<file path="config.mk">
export PLATFORM = sky130hd
export DESIGN_NAME = epoch_seconds_to_calendar
export DESIGN_NICKNAME = d
export VERILOG_FILES = /design/src/ecal_pkg.sv /design/src/ecal_day_split.sv /design/src/ecal_fields.sv /design/src/epoch_seconds_to_calendar.sv
export SDC_FILE = /design/constraint.sdc
export NUM_CORES = 2
export LEC_CHECK = 0
export BUFFER_PORTS_ARGS = -buffer_cell sky130_fd_sc_hd__buf_2
export CORE_MARGIN = 1.5
export CORE_UTILIZATION = 59
export CTS_BUF_LIST = sky130_fd_sc_hd__clkbuf_16
export DETAILED_ROUTE_END_ITERATION = 7
export PLACE_DENSITY = 0.79
export SYNTH_ARGS = -nofsm -noshare
export SYNTH_HDL_FRONTEND = slang
export SYNTH_SLANG_ARGS = --single-unit
</file>
<file path="constraint.sdc">
create_clock -name clk -period 6.3 [get_ports clk]
set_clock_uncertainty 0.2 [all_clocks]
set_input_delay 0.315 -clock clk [delete_from_list [all_inputs] [get_ports clk]]
set_output_delay 0.315 -clock clk [all_outputs]
set_load 0.1 [all_outputs]
</file>
<file path="src/ecal_pkg.sv">
// Shared types, constants and the month table for the epoch-to-calendar pipeline.
// Used by ecal_day_split, ecal_fields and epoch_seconds_to_calendar; no dependencies.
package ecal_pkg;

  // Configuration register indexes
  typedef enum logic [1:0] {
    REG_LOCAL_MODE = 2'd0,
    REG_ZONE_OFFSET = 2'd1,
    REG_ZONE_KNOWN = 2'd2
  } cfg_reg_t;

  localparam int CFG_IDX_W  = 2;
  localparam int CFG_DATA_W = 12;

  // Time constants
  localparam logic [31:0] SECS_PER_DAY  = 32'd86400;
  localparam logic [16:0] SECS_PER_HOUR = 17'd3600;
  localparam logic [11:0] SECS_PER_MIN  = 12'd60;
  localparam logic [15:0] DAYS_PER_CYCLE = 16'd1461;  // four years, first one leap
  localparam logic [15:0] DAYS_PER_WEEK  = 16'd7;

  // Day 0 is 1970-01-01; the four-year cycles start at 1968-01-01
  localparam logic [15:0] EPOCH_TO_CYCLE_DAYS = 16'd731;
  // 2100-03-01: from here on a virtual Feb 29 of 2100 is inserted
  localparam logic [15:0] DAY_2100_MAR1 = 16'd47541;
  localparam logic [7:0]  YEAR_2100 = 8'd200;
  localparam logic [7:0]  CYCLE_BASE_YEAR = 8'd68;
  localparam logic [15:0] EPOCH_WEEKDAY = 16'd4;        // Thursday

  // Reciprocals for constant division (floor(2^k / divisor))
  localparam logic [22:0] DAY128_RECIP = 23'd6362914;   // 2^32 / 675
  localparam logic [13:0] CYCLE_RECIP  = 14'd11483;     // 2^24 / 1461
  localparam logic [21:0] WEEK_RECIP   = 22'd2396745;   // 2^24 / 7
  localparam logic [12:0] HOUR_RECIP   = 13'd4660;      // 2^24 / 3600
  localparam logic [14:0] MIN_RECIP    = 15'd17477;     // ceil(2^20 / 60), exact below 3600

  // Item passed from ecal_day_split to ecal_fields: day count, seconds of day and flags
  typedef struct packed {
    logic [15:0] days;
    logic [16:0] rem;
    logic        local_mode;
    logic        fail;
  } day_item_t;

  typedef struct packed {
    logic       ok;
    logic       dst_flag;
    logic [2:0] weekday;
    logic [8:0] year_day;
    logic [7:0] years_since_1900;
    logic [3:0] month;
    logic [4:0] month_day;
    logic [4:0] hour;
    logic [5:0] minute;
    logic [5:0] second;
  } result_t;

  // First day of year of a month (0 = January)
  function automatic logic [8:0] month_start(input logic [3:0] mon, input logic leap);
    logic [8:0] base;
    case (mon)
      4'd0:    base = 9'd0;
      4'd1:    base = 9'd31;
      4'd2:    base = 9'd59;
      4'd3:    base = 9'd90;
      4'd4:    base = 9'd120;
      4'd5:    base = 9'd151;
      4'd6:    base = 9'd181;
      4'd7:    base = 9'd212;
      4'd8:    base = 9'd243;
      4'd9:    base = 9'd273;
      4'd10:   base = 9'd304;
      4'd11:   base = 9'd334;
      default: base = 9'd0;
    endcase
    return base + 9'((leap && (mon >= 4'd2)) ? 1 : 0);
  endfunction

endpackage

</file>
<file path="src/ecal_day_split.sv">
// Front three pipeline stages: zone shift, then split of seconds into days and
// seconds of day. Depends on ecal_pkg.
module ecal_day_split (
  input  logic                  clk,
  input  logic                  rst_n,
  input  logic                  in_valid,
  output logic                  in_ready,
  input  logic [31:0]           in_epoch,
  input  logic                  local_mode,
  input  logic [11:0]           zone_offset,
  input  logic                  zone_known,
  output logic                  out_valid,
  input  logic                  out_ready,
  output ecal_pkg::day_item_t   out_item
);
  import ecal_pkg::*;

  logic [2:0] v_r;
  logic [2:0] en;

  // stage 0: shifted time
  logic [31:0] s0_t_r, s0_t_nxt;
  logic        s0_local_r, s0_fail_r;
  // stage 1: approximate day count
  logic [15:0] s1_q_r, s1_q_nxt;
  logic [31:0] s1_t_r;
  logic        s1_local_r, s1_fail_r;
  // stage 2: corrected day count and seconds of day
  logic [15:0] s2_days_r, s2_days_nxt;
  logic [16:0] s2_rem_r, s2_rem_nxt;
  logic        s2_local_r, s2_fail_r;

  logic signed [31:0] off_ext;
  logic signed [31:0] off_secs;
  logic [47:0]        prod1;
  logic [31:0]        q_secs;
  logic [17:0]        rem0;

  // A stage takes a new item when it is empty or its item moves on
  always_comb begin
    en[2] = !v_r[2] || out_ready;
    en[1] = !v_r[1] || en[2];
    en[0] = !v_r[0] || en[1];
  end

  assign in_ready  = en[0];
  assign out_valid = v_r[2];

  // Offset in seconds: minutes * 60 as two shifts
  always_comb begin
    off_ext  = 32'(signed'(zone_offset));
    off_secs = (off_ext <<< 6) - (off_ext <<< 2);
    s0_t_nxt = in_epoch + (local_mode ? 32'(off_secs) : 32'd0);
  end

  // t / 86400 = (t >> 7) / 675, reciprocal may fall one short
  always_comb begin
    prod1    = 48'(s0_t_r[31:7]) * 48'(DAY128_RECIP);
    s1_q_nxt = prod1[47:32];
  end

  // One correction step
  always_comb begin
    q_secs = 32'(s1_q_r) * SECS_PER_DAY;
    rem0   = 18'(s1_t_r - q_secs);
    if (rem0 >= 18'(SECS_PER_DAY)) begin
      s2_days_nxt = s1_q_r + 16'd1;
      s2_rem_nxt  = 17'(rem0 - 18'(SECS_PER_DAY));
    end else begin
      s2_days_nxt = s1_q_r;
      s2_rem_nxt  = rem0[16:0];
    end
  end

  always_ff @(posedge clk) begin
    if (!rst_n) begin
      v_r <= '0;
    end else begin
      if (en[0]) v_r[0] <= in_valid;
      if (en[1]) v_r[1] <= v_r[0];
      if (en[2]) v_r[2] <= v_r[1];
    end
  end

  always_ff @(posedge clk) begin
    if (en[0]) begin
      s0_t_r     <= s0_t_nxt;
      s0_local_r <= local_mode;
      s0_fail_r  <= local_mode && !zone_known;
    end
    if (en[1]) begin
      s1_q_r     <= s1_q_nxt;
      s1_t_r     <= s0_t_r;
      s1_local_r <= s0_local_r;
      s1_fail_r  <= s0_fail_r;
    end
    if (en[2]) begin
      s2_days_r  <= s2_days_nxt;
      s2_rem_r   <= s2_rem_nxt;
      s2_local_r <= s1_local_r;
      s2_fail_r  <= s1_fail_r;
    end
  end

  assign out_item.days       = s2_days_r;
  assign out_item.rem        = s2_rem_r;
  assign out_item.local_mode = s2_local_r;
  assign out_item.fail       = s2_fail_r;

endmodule

</file>
<file path="src/ecal_fields.sv">
// Back five pipeline stages: year, month, day, weekday and clock fields from the
// day count and seconds of day. Depends on ecal_pkg.
module ecal_fields (
  input  logic                 clk,
  input  logic                 rst_n,
  input  logic                 in_valid,
  output logic                 in_ready,
  input  ecal_pkg::day_item_t  in_item,
  output logic                 out_valid,
  input  logic                 out_ready,
  output ecal_pkg::result_t    out_result
);
  import ecal_pkg::*;

  logic [4:0] v_r;
  logic [4:0] en;

  // stage A: cycle-relative day, weekday operand
  logic [15:0] a_d_r, a_d_nxt, a_w_r, a_w_nxt;
  logic [16:0] a_rem_r;
  logic        a_adj_r, a_adj_nxt, a_local_r, a_fail_r;
  // stage B: approximate quotients
  logic [5:0]  b_cq_r, b_cq_nxt;
  logic [12:0] b_wq_r, b_wq_nxt;
  logic [4:0]  b_hq_r, b_hq_nxt;
  logic [15:0] b_d_r, b_w_r;
  logic [16:0] b_rem_r;
  logic        b_adj_r, b_local_r, b_fail_r;
  // stage C: corrected quotients and remainders
  logic [5:0]  c_cyc_r, c_cyc_nxt;
  logic [10:0] c_dc_r, c_dc_nxt;
  logic [2:0]  c_wd_r, c_wd_nxt;
  logic [4:0]  c_hour_r, c_hour_nxt;
  logic [11:0] c_hrem_r, c_hrem_nxt;
  logic        c_adj_r, c_local_r, c_fail_r;
  // stage D: year, virtual day of year, minute
  logic [7:0]  d_ys_r, d_ys_nxt;
  logic        d_leap_r, d_leap_nxt;
  logic [8:0]  d_vyd_r, d_vyd_nxt;
  logic [5:0]  d_min_r, d_min_nxt;
  logic [11:0] d_hrem_r;
  logic [2:0]  d_wd_r;
  logic [4:0]  d_hour_r;
  logic        d_adj_r, d_local_r, d_fail_r;
  // stage E: output register
  result_t     e_res_r, e_res_nxt;

  logic [29:0] prod_c, prod_h;
  logic [37:0] prod_w;
  logic [11:0] dc0;
  logic [3:0]  wd0;
  logic [12:0] hr0;
  logic [26:0] prod_m;
  logic [3:0]  mon;
  logic [8:0]  mstart;

  always_comb begin
    en[4] = !v_r[4] || out_ready;
    en[3] = !v_r[3] || en[4];
    en[2] = !v_r[2] || en[3];
    en[1] = !v_r[1] || en[2];
    en[0] = !v_r[0] || en[1];
  end

  assign in_ready  = en[0];
  assign out_valid = v_r[4];

  // Move to cycles from 1968; past 2100-03-01 insert the missing Feb 29
  always_comb begin
    a_adj_nxt = in_item.days >= DAY_2100_MAR1;
    a_d_nxt   = in_item.days + EPOCH_TO_CYCLE_DAYS + 16'(a_adj_nxt);
    a_w_nxt   = in_item.days + EPOCH_WEEKDAY;
  end

  // Reciprocal multiplies, each may fall one short
  always_comb begin
    prod_c   = 30'(a_d_r) * 30'(CYCLE_RECIP);
    prod_w   = 38'(a_w_r) * 38'(WEEK_RECIP);
    prod_h   = 30'(a_rem_r) * 30'(HOUR_RECIP);
    b_cq_nxt = prod_c[29:24];
    b_wq_nxt = prod_w[36:24];
    b_hq_nxt = prod_h[28:24];
  end

  // Remainders with one correction step each
  always_comb begin
    dc0 = 12'(b_d_r - 16'(b_cq_r) * DAYS_PER_CYCLE);
    wd0 = 4'(b_w_r - 16'(b_wq_r) * DAYS_PER_WEEK);
    hr0 = 13'(b_rem_r - 17'(b_hq_r) * SECS_PER_HOUR);
    if (dc0 >= 12'(DAYS_PER_CYCLE)) begin
      c_cyc_nxt = b_cq_r + 6'd1;
      c_dc_nxt  = 11'(dc0 - 12'(DAYS_PER_CYCLE));
    end else begin
      c_cyc_nxt = b_cq_r;
      c_dc_nxt  = dc0[10:0];
    end
    if (wd0 >= 4'(DAYS_PER_WEEK)) begin
      c_wd_nxt = 3'(wd0 - 4'(DAYS_PER_WEEK));
    end else begin
      c_wd_nxt = wd0[2:0];
    end
    if (hr0 >= 13'(SECS_PER_HOUR)) begin
      c_hour_nxt = b_hq_r + 5'd1;
      c_hrem_nxt = 12'(hr0 - 13'(SECS_PER_HOUR));
    end else begin
      c_hour_nxt = b_hq_r;
      c_hrem_nxt = hr0[11:0];
    end
  end

  // Year within cycle (first is leap), minute by exact reciprocal
  always_comb begin
    logic [1:0] y;
    y = 2'd0;
    if (c_dc_r < 11'd366) begin
      y = 2'd0;
      d_vyd_nxt = 9'(c_dc_r);
    end else if (c_dc_r < 11'd731) begin
      y = 2'd1;
      d_vyd_nxt = 9'(c_dc_r - 11'd366);
    end else if (c_dc_r < 11'd1096) begin
      y = 2'd2;
      d_vyd_nxt = 9'(c_dc_r - 11'd731);
    end else begin
      y = 2'd3;
      d_vyd_nxt = 9'(c_dc_r - 11'd1096);
    end
    d_leap_nxt = (y == 2'd0);
    d_ys_nxt   = CYCLE_BASE_YEAR + {c_cyc_r, 2'b00} + 8'(y);
    prod_m     = 27'(c_hrem_r) * 27'(MIN_RECIP);
    d_min_nxt  = prod_m[25:20];
  end

  // Month by counting passed month starts; final result assembly
  always_comb begin
    mon = 4'd0;
    for (int m = 1; m < 12; m++) begin
      mon = mon + 4'(d_vyd_r >= month_start(4'(m), d_leap_r));
    end
    mstart = month_start(mon, d_leap_r);
    e_res_nxt = '0;
    if (!d_fail_r) begin
      e_res_nxt.ok               = 1'b1;
      e_res_nxt.dst_flag         = d_local_r;
      e_res_nxt.weekday          = d_wd_r;
      e_res_nxt.year_day         = d_vyd_r - 9'(d_adj_r && (d_ys_r == YEAR_2100));
      e_res_nxt.years_since_1900 = d_ys_r;
      e_res_nxt.month            = mon;
      e_res_nxt.month_day        = 5'(d_vyd_r - mstart + 9'd1);
      e_res_nxt.hour             = d_hour_r;
      e_res_nxt.minute           = d_min_r;
      e_res_nxt.second           = 6'(d_hrem_r - 12'(d_min_r) * SECS_PER_MIN);
    end
  end

  always_ff @(posedge clk) begin
    if (!rst_n) begin
      v_r <= '0;
    end else begin
      if (en[0]) v_r[0] <= in_valid;
      if (en[1]) v_r[1] <= v_r[0];
      if (en[2]) v_r[2] <= v_r[1];
      if (en[3]) v_r[3] <= v_r[2];
      if (en[4]) v_r[4] <= v_r[3];
    end
  end

  always_ff @(posedge clk) begin
    if (en[0]) begin
      a_d_r     <= a_d_nxt;
      a_w_r     <= a_w_nxt;
      a_rem_r   <= in_item.rem;
      a_adj_r   <= a_adj_nxt;
      a_local_r <= in_item.local_mode;
      a_fail_r  <= in_item.fail;
    end
    if (en[1]) begin
      b_cq_r    <= b_cq_nxt;
      b_wq_r    <= b_wq_nxt;
      b_hq_r    <= b_hq_nxt;
      b_d_r     <= a_d_r;
      b_w_r     <= a_w_r;
      b_rem_r   <= a_rem_r;
      b_adj_r   <= a_adj_r;
      b_local_r <= a_local_r;
      b_fail_r  <= a_fail_r;
    end
    if (en[2]) begin
      c_cyc_r   <= c_cyc_nxt;
      c_dc_r    <= c_dc_nxt;
      c_wd_r    <= c_wd_nxt;
      c_hour_r  <= c_hour_nxt;
      c_hrem_r  <= c_hrem_nxt;
      c_adj_r   <= b_adj_r;
      c_local_r <= b_local_r;
      c_fail_r  <= b_fail_r;
    end
    if (en[3]) begin
      d_ys_r    <= d_ys_nxt;
      d_leap_r  <= d_leap_nxt;
      d_vyd_r   <= d_vyd_nxt;
      d_min_r   <= d_min_nxt;
      d_hrem_r  <= c_hrem_r;
      d_wd_r    <= c_wd_r;
      d_hour_r  <= c_hour_r;
      d_adj_r   <= c_adj_r;
      d_local_r <= c_local_r;
      d_fail_r  <= c_fail_r;
    end
    if (en[4]) begin
      e_res_r <= e_res_nxt;
    end
  end

  assign out_result = e_res_r;

endmodule

</file>
<file path="src/epoch_seconds_to_calendar.sv">
// Epoch seconds to broken-down calendar time, eight register stages.
// Throughput: one item per cycle; each stage holds only while its successor is full.
// Reset (synchronous, rst_n low) empties the pipeline and clears all config registers.
// Depends on ecal_pkg, ecal_day_split and ecal_fields.
module epoch_seconds_to_calendar (
  input  logic                            clk,
  input  logic                            rst_n,
  input  logic                            in_tvalid,
  output logic                            in_tready,
  input  logic [31:0]                     in_tdata,   // [31:0] epoch_seconds
  output logic                            out_tvalid,
  input  logic                            out_tready,
  // [5:0] second, [11:6] minute, [16:12] hour, [21:17] month_day, [25:22] month,
  // [33:26] years_since_1900, [42:34] year_day, [45:43] weekday, [46] dst_flag, [47] ok
  output logic [47:0]                     out_tdata,
  input  logic                            cfg_we,
  input  logic [ecal_pkg::CFG_IDX_W-1:0]  cfg_index,
  input  logic [ecal_pkg::CFG_DATA_W-1:0] cfg_wdata
);
  import ecal_pkg::*;

  logic        local_mode_r;
  logic [11:0] zone_offset_r;
  logic        zone_known_r;

  logic        mid_valid, mid_ready;
  day_item_t   mid_item;
  result_t     res;

  // Configuration registers; unknown indexes are ignored
  always_ff @(posedge clk) begin
    if (!rst_n) begin
      local_mode_r  <= 1'b0;
      zone_offset_r <= '0;
      zone_known_r  <= 1'b0;
    end else if (cfg_we) begin
      case (cfg_reg_t'(cfg_index))
        REG_LOCAL_MODE:  local_mode_r  <= cfg_wdata[0];
        REG_ZONE_OFFSET: zone_offset_r <= cfg_wdata[11:0];
        REG_ZONE_KNOWN:  zone_known_r  <= cfg_wdata[0];
        default: ;
      endcase
    end
  end

  ecal_day_split u_day_split (
    .clk         (clk),
    .rst_n       (rst_n),
    .in_valid    (in_tvalid),
    .in_ready    (in_tready),
    .in_epoch    (in_tdata),
    .local_mode  (local_mode_r),
    .zone_offset (zone_offset_r),
    .zone_known  (zone_known_r),
    .out_valid   (mid_valid),
    .out_ready   (mid_ready),
    .out_item    (mid_item)
  );

  ecal_fields u_fields (
    .clk        (clk),
    .rst_n      (rst_n),
    .in_valid   (mid_valid),
    .in_ready   (mid_ready),
    .in_item    (mid_item),
    .out_valid  (out_tvalid),
    .out_ready  (out_tready),
    .out_result (res)
  );

  // Pack result fields, second in the low bits and ok in the top bit
  assign out_tdata = {res.ok, res.dst_flag, res.weekday, res.year_day, res.years_since_1900,
                      res.month, res.month_day, res.hour, res.minute, res.second};

endmodule
</file>
# After elaboration in Yosys (flattened, before gate mapping)
# Memories as Yosys holds them, arrays and structs flattened.
# Index checks and enable logic that the tools add are counted.
dict set report totals {
  register_bits 364
  mem_bits_ro 144
  inputBits 51
  elab_cells 187
  memories 1
}
dict set report classes {
  addsub 46
  mul 10
  order_cmp 20
  eq_ne 3
  n_mux 17
  n_reduce_logical 25
}
# memory depth width rd rd_clocked_by_memory_dff wr line_no
set mem_list {}
lappend mem_list {{(no name shown)} 16 9 1 0 0 ecal_pkg.sv:61} ;# case (mon)
# operator n
set op_table {}
lappend op_table {{$ge 9x9->1} 10}
lappend op_table {{$mux 48} 1}
lappend op_table {{$mul 25x22->47 const B} 1}
lappend op_table {{$mul 16x22->37 const B} 1}
lappend op_table {{$add 4x1->4} 9}
lappend op_table {{$add 8x9->9 const A} 4}
lappend op_table {{$add 32x32->32} 1}
lappend op_table {{$mux 32} 1}
lappend op_table {{$mul 16x14->30 const B} 1}
lappend op_table {{$add 9x9->9 const A} 3}
lappend op_table {{$mul 17x11->27 const B} 1}
lappend op_table {{$mux 9} 3}
lappend op_table {{$mul 12x15->26 const B} 1}
lappend op_table {{$sub 18x14->19} 1}
lappend op_table {{$add 7x9->9 const A} 2}
lappend op_table {{$ge 18x17->1 const B} 1}
lappend op_table {{$sub 18x18->18} 1}
lappend op_table {{$mux 17} 1}
lappend op_table {{$sub 17x17->17 const B} 1}
lappend op_table {{$add 16x1->16} 1}
lappend op_table {{$add 16x1->16 const B} 1}
lappend op_table {{$add 16x10->16 const B} 1}
lappend op_table {{$add 16x3->16 const B} 1}
lappend op_table {{$ge 16x16->1 const B} 1}
lappend op_table {{48 further kinds} 72}

# Longest topological paths before layout
dict set report logic_depth {
  ltp_word 20
  ltp_mapped 28
  depth_no_buf 28
}

# Cells and area by module
# Synthesis repeated with hierarchy kept, for this count alone.
dict set report hier_totals {
  hier_cells 3389
  area_unflattened_um2 37423.4
}
# mod n_inst cells_each area_per_inst_um2 seq_area_each_um2
set by_module_without_submodules {}
lappend by_module_without_submodules {ecal_fields 1 2002 22396.5 6946.7}
lappend by_module_without_submodules {ecal_day_split 1 1325 14438.8 3213.1}
lappend by_module_without_submodules {epoch_seconds_to_calendar 1 62 588.1 280.3}

# Least setup slack after synthesis
# Ideal clock, no wire load.
dict set report synth_path {
  path_type {register -> register}
  from {register u_fields.d_leap_r}
  to {register u_fields.e_res_r (netlist bit u_fields.out_result[21]) (data pin)}
  setup_time_ns 0.266
  arrival_time_ns 5.966
  required_time_ns 5.834
  setup_slack_ns -0.132
  stages_incl_launch_ff 27
  path_buffers 0
  synth_period_minus_slack_ns 6.432
  path_cell_list {edfxtp_1 inv_1 ha_1 nor2b_1 o21bai_1 a21oi_1 o211ai_1 ha_1 fa_1 fa_1 inv_1 fa_1 inv_1 ha_1 fa_1 inv_1 ha_1 o21ai_0 ha_1 inv_1 fa_1 ha_1 a21o_1 a21oi_1 xnor2_1 xnor2_1 nor2_1}
}
dict set report synth_between {
  elab_chain_cells 19
  elab_cells_between_ends 38
  cone_classes {add/sub: 23; order compare: 11; mux: 2; reduce/logical: 1; memory: 1}
}
# element line_no
set synth_rtl {}
lappend synth_rtl {{start: declaration} ecal_fields.sv:38} ;# logic d_leap_r, d_leap_nxt;
lappend synth_rtl {{start signal: assignment} ecal_fields.sv:200} ;# d_leap_r <= d_leap_nxt;
lappend synth_rtl {{$mux 1 *} ecal_pkg.sv:76} ;# return base + 9'((leap && (mon >= 4'd2)) ? 1 : 0);
lappend synth_rtl {{$add 6x9->9} ecal_pkg.sv:76}
lappend synth_rtl {{$ge 9x9->1} ecal_fields.sv:138} ;# mon = mon + 4'(d_vyd_r >= month_start(4'(m), d_leap_r));
lappend synth_rtl {{$add 1x1->2} ecal_fields.sv:138}
lappend synth_rtl {{$add 4x1->4 (8 in a row)} ecal_fields.sv:138}
lappend synth_rtl {{$add 4x1->4 *} ecal_fields.sv:138}
lappend synth_rtl {{net u_fields.mon[1]} ecal_fields.sv:54} ;# logic [3:0] mon;
lappend synth_rtl {{$ge 4x2->1} ecal_pkg.sv:76}
lappend synth_rtl {{$logic_and 1x1->1} ecal_pkg.sv:76}
lappend synth_rtl {{$mux 1} ecal_pkg.sv:76}
lappend synth_rtl {{$add 5x5->5 *} ecal_pkg.sv:76}
lappend synth_rtl {{$sub 5x5->5 *} ecal_fields.sv:149} ;# e_res_nxt.month_day = 5'(d_vyd_r - mstart + 9'd1);
lappend synth_rtl {{$add 5x1->5 *} ecal_fields.sv:149}
lappend synth_rtl {{end signal: assignment} ecal_fields.sv:211} ;# e_res_r <= e_res_nxt;
lappend synth_rtl {{end: declaration} ecal_fields.sv:46} ;# result_t e_res_r, e_res_nxt;
# Mark *: on every way through the listed nets, which the timed path passes. The rest lies on a longest branch.
# A chain may end at the register's enable or synchronous reset.

# Worst setup path after layout
dict set report layout_path {
  from {register u_fields.d_vyd_r[0]}
  to {register u_fields.e_res_r (netlist bit u_fields.out_result[20]) (data pin)}
}
dict set report layout_between {
  elab_chain_cells 17
  elab_cells_between_ends 28
  cone_classes {add/sub: 13; order compare: 12; mux: 1; reduce/logical: 1; memory: 1}
}
# element line_no
set layout_rtl {}
lappend layout_rtl {{start: declaration} ecal_fields.sv:39} ;# logic [8:0] d_vyd_r, d_vyd_nxt;
lappend layout_rtl {{start signal: assignment} ecal_fields.sv:201} ;# d_vyd_r <= d_vyd_nxt;
lappend layout_rtl {{$ge 9x5->1 or $ge 9x9->1 (tied branches)} ecal_fields.sv:138}
lappend layout_rtl {{$add 1x1->2} ecal_fields.sv:138}
lappend layout_rtl {{$add 4x1->4 (8 in a row)} ecal_fields.sv:138}
lappend layout_rtl {{$add 4x1->4 *} ecal_fields.sv:138}
lappend layout_rtl {{net u_fields.mon[1]} ecal_fields.sv:54}
lappend layout_rtl {{$ge 4x2->1} ecal_pkg.sv:76}
lappend layout_rtl {{$logic_and 1x1->1} ecal_pkg.sv:76}
lappend layout_rtl {{$mux 1} ecal_pkg.sv:76}
lappend layout_rtl {{$add 5x5->5 *} ecal_pkg.sv:76}
lappend layout_rtl {{$sub 5x5->5 *} ecal_fields.sv:149}
lappend layout_rtl {{$add 5x1->5 *} ecal_fields.sv:149}
# Marked as above.

==> flow_metrics.tcl <==
set metrics [dict create \
    io_pins 101 \
    ys.warnings.count 0 \
    initial_core_util 0.598 \
    violations "negative setup slack" \
    synth_seq_cells 355 \
    yosys.area.top_type "edfxtp_1" \
    fmaxAchievable_mhz 154 \
    cts_buffers 41 \
    syn_inst 3342 \
    synth_nets 4501 \
    cp-end-kind "flip-flop" \
    antenna_found_initial 5 \
    tightestPinTransition_ns 1.16 \
    grt_max_degree 53 \
    totalNegativeSetupSlack_ns -0.538 \
    track_usage 0.233 \
    routedWlPerCell_um 16.5 \
    status "finished with violations" \
    arrival_ns 6.61 \
    synth_edf_count 333 \
    ff2ff_setup_slack_ns -0.19 \
    synth_ff_type "edfxtp_1" \
    remaining_drc_errors 0 \
    path_clk_slew_ns 0.06 \
    hold_viol 0 \
    clk_latency_ns 0.59 \
    antenna_left 0 \
    first_iter_violations 1193 \
    yosysSeqAreaShare 0.282 \
    r2r-start "u_fields.d_vyd_r[0]$_DFFE_PP_" \
    place_hpwl_um 58400 \
    avgSynthCellArea_um2 11.1 \
    startpoint_type "flip-flop" \
    synthTopCellsByArea "edfxtp_1 27%, ha_1 26%, fa_1 18%" \
    synth_area_mm2 0.0370 \
    finalWorstSetupSlack_ns -0.189 \
    setup-violations-final 3 \
    synth_top_area_frac 0.271 \
    gp_congestion 0.891 \
    reg2reg_depth 27 \
    grt_pass1_vias 24800 \
    grt_pass1_wl_um 120000 \
    die_w_um 253 \
    async_flop_share 0 \
    worstReg2RegEnd "u_fields.out_result[20]$_SDFFCE_PP0P_" \
    drive_gt1_frac 0.103 \
    path_max_fanout 4 \
    hp-start "in_tdata[28]" \
    synthDistinctLibCells 76 \
    portBuffers 100 \
    required_ns 6.42 \
    synthToLayoutAreaGrowth_pct 11.7 \
    hold_path_end "u_day_split.s0_t_r[28]$_DFFE_PP_" \
    die_y_um 253 \
    root_buffer "clkbuf_16" \
    min_period_ns 6.49 \
    drt_pass1_iterations 6 \
    grt_overflow 0 \
    yosysMostFrequentCell "ha_1" \
    synth_common_cells "770 x ha_1, 685 x inv_1, 338 x fa_1" \
    final_max_slew_viol_count 0 \
    min_path_cells 3 \
    dr_total_vias 24100 \
    critPathKind "flip-flop to flip-flop" \
    nets 4752 \
    core.rowCount 91 \
    die_area_mm2 0.0642 \
    slew_headroom 0.225 \
    grt_setup_unrepaired "true" \
    vias_per_cell 5.39 \
    wirelength_um 73500 \
    cts.sinks 355 \
    cap_violations 0 \
    cts_tree "done" \
    clock_tree.buffer_depth 3 \
    h-tree-depth 2 \
    finalCritPeriodShare 1.03 \
    hold_path_class "primary input to flip-flop" \
    placeableCoreArea_mm2 0.0618 \
]
flip-flops by register name, summed over array words and instances (netlist names), 13 cells and up:
signal and flops:
u_day_split.s2_rem_r 17, u_fields.a_w_r 16, u_day_split.s0_t_r 32, u_day_split.s2_days_r 16
u_fields.a_d_r 16, u_day_split.s1_q_r 16, u_day_split.s1_t_r 18, u_fields.out_result 48
u_fields.b_rem_r 13, u_fields.a_rem_r 17
final cells by class:
class / count / area, um^2
clock buffer: 41 / 1030
inverter: 686 / 2580
sequential: 355 / 10400
antenna: 2 / 5.00
tap: 837 / 1050
multi-input combinational: 2270 / 24300
fill: 4463 / 20500
timing repair buffer: 239 / 1650
clock inverter: 35 / 293
routing by layer:
metal	vias to the layer above	global-route usage	routed length, um
met1	11600	0.291	31100
met3	157	0.0293	2900
met4	6	0.0785	2450
met2	534	0.414	37000
met5	-	0	32
li1	11800	-	-
worst max-delay path, stage by stage (launching register included):
cell and delay [ns]:
edfxtp_1 0.41, inv_2 0.10, buf_4 0.11, buf_4 0.11
ha_2 0.17, nand2_2 0.08, nor2_2 0.11, o21ai_1 0.09
a21oi_1 0.23, o21bai_1 0.17, fa_1 0.52, fa_1 0.55
inv_1 0.05, fa_1 0.50, inv_2 0.05, ha_4 0.17
fa_2 0.65, inv_4 0.07, ha_4 0.22, o21ai_2 0.11
ha_2 0.18, inv_2 0.04, fa_2 0.59, ha_4 0.14
inv_2 0.03, fa_2 0.33, xor2_1 0.17, nor2_1 0.06
kinds of logic (layout without fill, tap and decap cells):
family,after synthesis,in the layout,share of synthesized area
fa+ha+maj,1108,1108,0.444
buf+inv,717,1001,0.0731
simple gates,481,481,0.0667
compound gates,432,432,0.0743
flops,355,355,0.282
xor+xnor,230,230,0.0545
mux,19,19,0.00531
other cells,0,2,0
what timing repair did:
item	4_1_cts	5_1_grt
pin swaps	22	50
setup endpoints to repair	10	17
hold buffers	25	0
resized for setup	35	57
setup buffers	5	37
endpoints found under the hold margin	28	0
layout by cell type (no fill, tap or decap), drive strengths merged, types with 41 or more instances in the layout:
cell / n
nor2b: 69
nand3: 48
xor2: 58
inv: 691
clkbuf: 41
xnor2: 172
nor2: 115
nand2: 93
fa: 338
a21oi: 124
buf: 214
ha: 770
a21o: 52
edfxtp: 333
o21ai: 102
worst max path at each step:
stage / to / cells after the start / slack (ns) / startpoint
4_1_cts: u_fields.out_result[20]$_SDFFCE_PP0P_ / 25 / -0.04 / u_fields.d_leap_r$_DFFE_PP_
3_5_place_dp: u_fields.out_result[21]$_SDFFCE_PP0P_ / 26 / -0.30 / u_fields.d_vyd_r[0]$_DFFE_PP_
6_report: u_fields.out_result[20]$_SDFFCE_PP0P_ / 27 / -0.19 / u_fields.d_vyd_r[0]$_DFFE_PP_
3_3_place_gp: u_fields.out_result[21]$_SDFFCE_PP0P_ / 27 / -0.11 / u_fields.d_vyd_r[0]$_DFFE_PP_
5_1_grt: u_fields.out_result[21]$_SDFFCE_PP0P_ / 29 / -0.42 / u_fields.d_vyd_r[0]$_DFFE_PP_
2_1_floorplan: u_fields.out_result[21]$_SDFFCE_PP0P_ / 27 / 0.01 / u_fields.d_leap_r$_DFFE_PP_
metrics by stage:
stage | utilization | cell area, um^2 | hold slack [ns] | std cells | setup WS (ns)
after floorplan | - | 37000 | 0.200 | 3342 | 0.0140
after global placement | 0.630 | 39000 | 0.201 | 4320 | -0.105
after detailed placement | 0.630 | 39000 | 0.205 | 4320 | -0.297
after CTS | 0.659 | 40700 | 0.0136 | 4426 | -0.0444
after global routing | 0.668 | 41300 | 0.0503 | 4465 | -0.420
final | 0.668 | 41300 | 0.0333 | 4465 | -0.189
Power is left out: the tool's default activity adds up to more than one toggle a clock period on the data nets, which glitch-free logic cannot reach.
